===== src/rtl/binary_box_dilation_defines.svh =====
// ----------------------------------------------------------------------------
// Binary box dilation assertion macros
// Shared concurrent assertion forms used by the block's RTL.
// ----------------------------------------------------------------------------
`ifndef BINARY_BOX_DILATION_DEFINES_SVH
`define BINARY_BOX_DILATION_DEFINES_SVH

// Condition must hold on every rising clock edge outside reset.
`define BBD_ASSERT_ALWAYS(label, clk, rst_n, cond, msg) \
  label: assert property (@(posedge clk) disable iff (!rst_n) (cond)) else $error(msg);

// Antecedent implies consequent in the same cycle.
`define BBD_ASSERT_IMPLIES(label, clk, rst_n, ante, cons, msg) \
  label: assert property (@(posedge clk) disable iff (!rst_n) (ante) |-> (cons)) else $error(msg);

`endif


===== src/rtl/bbd_pkg.sv =====
// ----------------------------------------------------------------------------
// bbd_pkg
// Types and constants shared by the binary box dilation block.
// ----------------------------------------------------------------------------
`default_nettype none

package bbd_pkg;

  // Width of coordinate arithmetic: holds x + window and any size up to 256.
  localparam int CW = 9;

  typedef enum logic {
    CMD_WRITE = 1'b0,
    CMD_READ  = 1'b1
  } bbd_cmd_t;

  typedef enum logic [1:0] {
    REG_GLYPH_WIDTH  = 2'd0,
    REG_GLYPH_HEIGHT = 2'd1,
    REG_WINDOW_SIZE  = 2'd2
  } bbd_reg_t;

  typedef enum logic [2:0] {
    S_IDLE,
    S_WR_MOD,
    S_RD_SETUP,
    S_RD_RUN,
    S_RD_LAST,
    S_RESULT
  } bbd_state_t;

  typedef struct packed {
    logic [6:0] glyph_width;
    logic [6:0] glyph_height;
    logic [3:0] window_size;
  } bbd_cfg_t;

  typedef struct packed {
    logic rd_en;
    logic wr_en;
  } bbd_mem_ctl_t;

endpackage

`default_nettype wire


===== src/rtl/bbd_glyph_mem.sv =====
// ----------------------------------------------------------------------------
// bbd_glyph_mem
// Column-word glyph store, one synchronous read and one write port, with a
// per-column valid bit so that reset clears the bitmap at once.
// ----------------------------------------------------------------------------
`default_nettype none

module bbd_glyph_mem import bbd_pkg::*; #(
  parameter int MAX_X = 64,
  parameter int MAX_Y = 64,
  localparam int ADDR_W = (MAX_X > 1) ? $clog2(MAX_X) : 1
) (
  input  wire logic              clk,
  input  wire logic              rst_n,
  input  wire bbd_mem_ctl_t      ctl,
  input  wire logic [ADDR_W-1:0] rd_addr,
  output logic      [MAX_Y-1:0]  rd_data,
  input  wire logic [ADDR_W-1:0] wr_addr,
  input  wire logic [MAX_Y-1:0]  wr_data
);

  logic [MAX_Y-1:0] glyph_mem [MAX_X];
  logic [MAX_X-1:0] valid_r;
  logic [MAX_Y-1:0] rd_word_r;
  logic             rd_vld_r;

  always_ff @(posedge clk) begin
    if (ctl.wr_en) begin
      glyph_mem[wr_addr] <= wr_data;
    end
    if (ctl.rd_en) begin
      rd_word_r <= glyph_mem[rd_addr];
      rd_vld_r  <= valid_r[rd_addr];
    end
  end

  always_ff @(posedge clk) begin
    if (!rst_n) begin
      valid_r <= '0;
    end else if (ctl.wr_en) begin
      valid_r[wr_addr] <= 1'b1;
    end
  end

  // never-written column reads as cleared
  assign rd_data = rd_vld_r ? rd_word_r : '0;

endmodule

`default_nettype wire


===== config.mk =====
export PLATFORM = sky130hd
export DESIGN_NAME = bbd_glyph_mem
export DESIGN_NICKNAME = d
export VERILOG_FILES = /design/src/rtl/binary_box_dilation_defines.svh /design/src/rtl/bbd_pkg.sv /design/src/rtl/bbd_glyph_mem.sv
export SDC_FILE = /design/constraint.sdc
export NUM_CORES = 2
export LEC_CHECK = 0
export ABC_AREA = 0
export BUFFER_PORTS_ARGS = -buffer_cell sky130_fd_sc_hd__buf_2
export CORE_MARGIN = 2
export CORE_UTILIZATION = 55
export DETAILED_ROUTE_END_ITERATION = 10
export GPL_TIMING_DRIVEN = 0
export PLACE_DENSITY_LB_ADDON = 0.05
export SLEW_MARGIN = 20
export SYNTH_ARGS = -nofsm -noshare
export SYNTH_HDL_FRONTEND = slang
export SYNTH_SLANG_ARGS = --single-unit

===== constraint.sdc =====
create_clock -name clk -period 18.6 [get_ports clk]
set_input_delay 1.86 -clock clk [delete_from_list [all_inputs] [get_ports clk]]
set_output_delay 1.86 -clock clk [all_outputs]
set_load 0.02 [all_outputs]

# Word level (Yosys, flattened, before mapping)
# Memory sizes are Yosys's and may differ from the RTL's. A register that Yosys moved wholly into a read port is not among the register bits.
# Cells that the tools add are included.
# Widths: inputs -> output; s select.
dict set report totals {
  reg_bits 65
  ramBits 4096
  inputBits 80
  output_inout_bits 64
  n_memories 1
}
dict set report op_classes {
  order_cmp 3
  mux 7
  bitwise_logic 1
  reduce_logical 1
}
# name words width rd rd_clocked_by_memory_dff write_ports line
set memory_table {}
lappend memory_table {glyph_mem 64 64 1 1 1 bbd_glyph_mem.sv:22} ;# logic [MAX_Y-1:0] glyph_mem [MAX_X];
# cell n
set op_table {}
lappend op_table {{$mux 64} 1}
lappend op_table {{$or 64x64->64} 1}
lappend op_table {{$lt 6x7->1 const B} 2}
lappend op_table {{$bmux 1 s6} 1}
lappend op_table {{$demux 1 s6} 1}
lappend op_table {{$ge 6x1->1 const B} 1}
lappend op_table {{$mux 1} 4}
lappend op_table {{$logic_and 1x1->1} 1}

# Logic depth before layout (Yosys ltp)
dict set report depth {
  word_depth 5
  mapped_depth 10
  ltp_nobuf 5
}

# Least setup slack after synthesis
# Ideal clock, no wire load.
dict set report synth_path {
  kind {input to register}
  start {in ctl[0] in the netlist's numbering}
  end {mem glyph_mem[40][0] (enable)}
  setup_time_ns 0.567
  arrival_ns 6.740
  required_time_ns 18.033
  path_slack_ns 11.293
  stages 3
  path_buffers 0
  path_cell_list {nor2b_1 > nand3_1 > nor3_1}
}
dict set report synth_via {
  elab_chain_len 2
}
# element line
set synth_rtl {}
lappend synth_rtl {{start, declared} bbd_glyph_mem.sv:15} ;# input wire bbd_mem_ctl_t ctl,
lappend synth_rtl {{$mux 1} bbd_glyph_mem.sv:28} ;# if (ctl.wr_en) begin
lappend synth_rtl {{$mux 1 (implied by the code)} bbd_glyph_mem.sv:29} ;# glyph_mem[wr_addr] <= wr_data;
lappend synth_rtl {{end, declared} bbd_glyph_mem.sv:22}
# No other way between the ends.

# Final worst setup path
dict set report layout_path {
  start {reg rd_vld_r}
  end {out rd_data[5]}
}
dict set report layout_via {
  elab_chain_len 1
}
# element line
set layout_rtl {}
lappend layout_rtl {{start, declared} bbd_glyph_mem.sv:25} ;# logic rd_vld_r;
lappend layout_rtl {{start signal, assigned} bbd_glyph_mem.sv:33} ;# rd_vld_r <= valid_r[rd_addr];
lappend layout_rtl {{$mux 64} bbd_glyph_mem.sv:46} ;# assign rd_data = rd_vld_r ? rd_word_r : '0;
lappend layout_rtl {{end, declared} bbd_glyph_mem.sv:17} ;# output logic [MAX_Y-1:0] rd_data,
# No other way between the ends.

==> out/metrics.cfg <==
[outcome]
status=complete, no violations

[clock_network]
cts_max_level=5
clk_latency_ps=950
cts_tree=built
path_clk_slew_ps=60
cts_setup_buffers=0
cts.sinks=4225
hold_buffers=0
cts_buffer_depth=4
cts-root-buf=clkbuf_16
cts_resized=0
cts_made_buffers=424

[logic_synthesis]
synth_seq_cells=4225
ys_types=33
synth.area.top_cells=edfxtp_1, mux4_2, mux2i_1
syn_nets=6974
ys_warn_count=0
seq_area_frac_synth=0.7897
synth_area_um2=159800
avgSynthCellArea_um2=23.19
synth.top_cell.area_share=0.7817
synth-main-ff-cell=edfxtp_1
async_reset_ff_frac=0
synth_largest_area_cell=edfxtp_1
syn_inst=6894
synth_edf_count=4161

[floorplan]
die_h_um=543.1
start_util=0.5538
rows=197
die_x_um=543.1
core_um2=288600
pin_count=144
fp.dieArea_um2=295000

[worst_setup_path]
setup.worst_path.start_class=register
r2r_start=glyph_mem[47][9]$_DFFE_PP_
required_ps=16740
end_kind=output port
worstSetupPathType=reg2out
rrSetupSlack_ps=15780
crit_fanout=10
path_cells=clkbuf_1, clkbuf_1, and2_1, buf_2
slowest_delay_ps=880
r2r_cells=5
cp.arrival_ps=3600
cpMaxStageDelayCell=clkbuf_1
crit_path_end=rd_data[5]
r2r_end=rd_word_r[9]$_DFFE_PP_
cp-startpoint=rd_vld_r$_DFFE_PP_
crit_top_cell=clkbuf_1

[grt]
top_usage_layer=met2
grt_antenna_before_repair=29
use_met3=0.05567
grt_util_met2=0.4870
grt_start_max_net_pins=65
overflow=0
grt_pass1_vias=79250
met1_usage=0.4515
grtUsageTotal=0.3147
grt_first_pass_wirelength_mm=633.3

[finish]
drive_gt1_frac=0.2984
fillers=19060
finalNetCount=7857
final_cell_area_um2=186000
layout_common_cells=edfxtp_1, mux4_2, clkbuf_16, a22oi_1, buf_2
multi_input_area_um2=32180
fin_util=0.6445
final_cells=12030
seq_area_um2=126200
layout_commonest_cell=edfxtp_1
area_growth_pct=16.38

[route]
post_drt_wl_per_cell_um=38.26
ant_nets=0
drtIter0Drc=11330
vias=79980
route.detailed.drc=0
first_pass_iters=7
viasPerCell=6.646
finalWirelength_mm=460.4

[sta]
rsz0062_at_grt=false
fin_hold_ws_ps=461.5
min_period_ps=5464
setup_viol=0
setup_tns_ps=0
finalMaxSlewViolations=0
slew-limit-headroom=0.1026
timing.final.crit_share=0.2937
fmax_mhz=183.0
skew_ps=58.44
setup_slack_ps=13140
tightest_slew_ps=1329
hold_viol_final=0

[power]
finalPower_mw=19.95
vdd_ir_drop_max_mv=0.09371
power.leakage_nw=59.00
power_density_nw_per_um2=107.2

[worst_hold_path]
hold_path_class=reg2reg

[placed_design]
place_area_um2=172400
io_buffer_count=136
place_ws_ps=12390
place_hpwl_mm=316.4
place_inst=11230
gp_congestion=0.8376

[job]
drv_cap=0

==> synthesized netlist by cell type (27+ instances only) <==
library cell and n:
or3_1 27, buf_2 158, buf_4 52, dfxtp_1 64, a22oi_1 258, nand3_1 98
o21a_1 64, mux4_2 1040, edfxtp_1 4161, nor2_1 131, mux2i_1 196, clkbuf_1 150
nand2_1 118, o22ai_1 83, nor2b_1 31, a31oi_1 39, and2_1 66
==> kinds of logic after synthesis <==
kind of cell           Yosys count  share of synthesized area
DFF                           4225                     0.7897
muxes                         1236                     0.1588
AOI/OAI and AO/OA              513                    0.02365
and+or+nand+nor                511                    0.01532
buffers and inverters          409                    0.01253
==> worst max-delay path, delay by kind of cell (launching register included) <==
kind | cells | cell delay [ps]
buffers and inverters | 3 | 1860
and+or+nand+nor | 1 | 500
DFF | 1 | 320
==> sequential cells by signal, indices dropped and copies added (netlist names) <==
name       count
rd_word_r     64
valid_r       64
glyph_mem   4096
rd_vld_r       1
==> power by group <==
part,total (mW),internal (mW),switching (mW)
Combinational,1.07,0.352,0.716
Clock,8.32,4.74,3.58
Sequential,10.6,10.5,0.0198
==> layout make-up <==
type / instances / share of cell area
diodes: 15 / 0.0002018
well taps: 3880 / 0.02610
multi-input cells: 2260 / 0.1730
inverters: 20 / 0.0004035
repair buffers: 457 / 0.03896
clock inverters: 246 / 0.01067
flip-flops and latches: 4225 / 0.6786
clock buffers: 542 / 0.06163
plain buffers: 389 / 0.01048
==> per-layer routing <==
metal / share of wire / vias up
met5: 0.00013 / -
met4: 0.045 / 8
met3: 0.095 / 746
met2: 0.47 / 4368
met1: 0.39 / 43480
li1: - / 31380
==> worst min-delay path by stage <==
| stage | depth (start not counted) | end | from |
|---|---|---|---|
| finish | 1 | valid_r[18]$_SDFFE_PN0P_ | valid_r[18]$_SDFFE_PN0P_ |
| global route | 1 | valid_r[14]$_SDFFE_PN0P_ | valid_r[14]$_SDFFE_PN0P_ |
| CTS | 1 | valid_r[14]$_SDFFE_PN0P_ | valid_r[14]$_SDFFE_PN0P_ |
| detailed placement | 1 | valid_r[14]$_SDFFE_PN0P_ | valid_r[14]$_SDFFE_PN0P_ |
| global placement | 1 | valid_r[62]$_SDFFE_PN0P_ | valid_r[62]$_SDFFE_PN0P_ |
| floorplan | 1 | valid_r[10]$_SDFFE_PN0P_ | valid_r[10]$_SDFFE_PN0P_ |
Power figures use the tool's default switching activity.
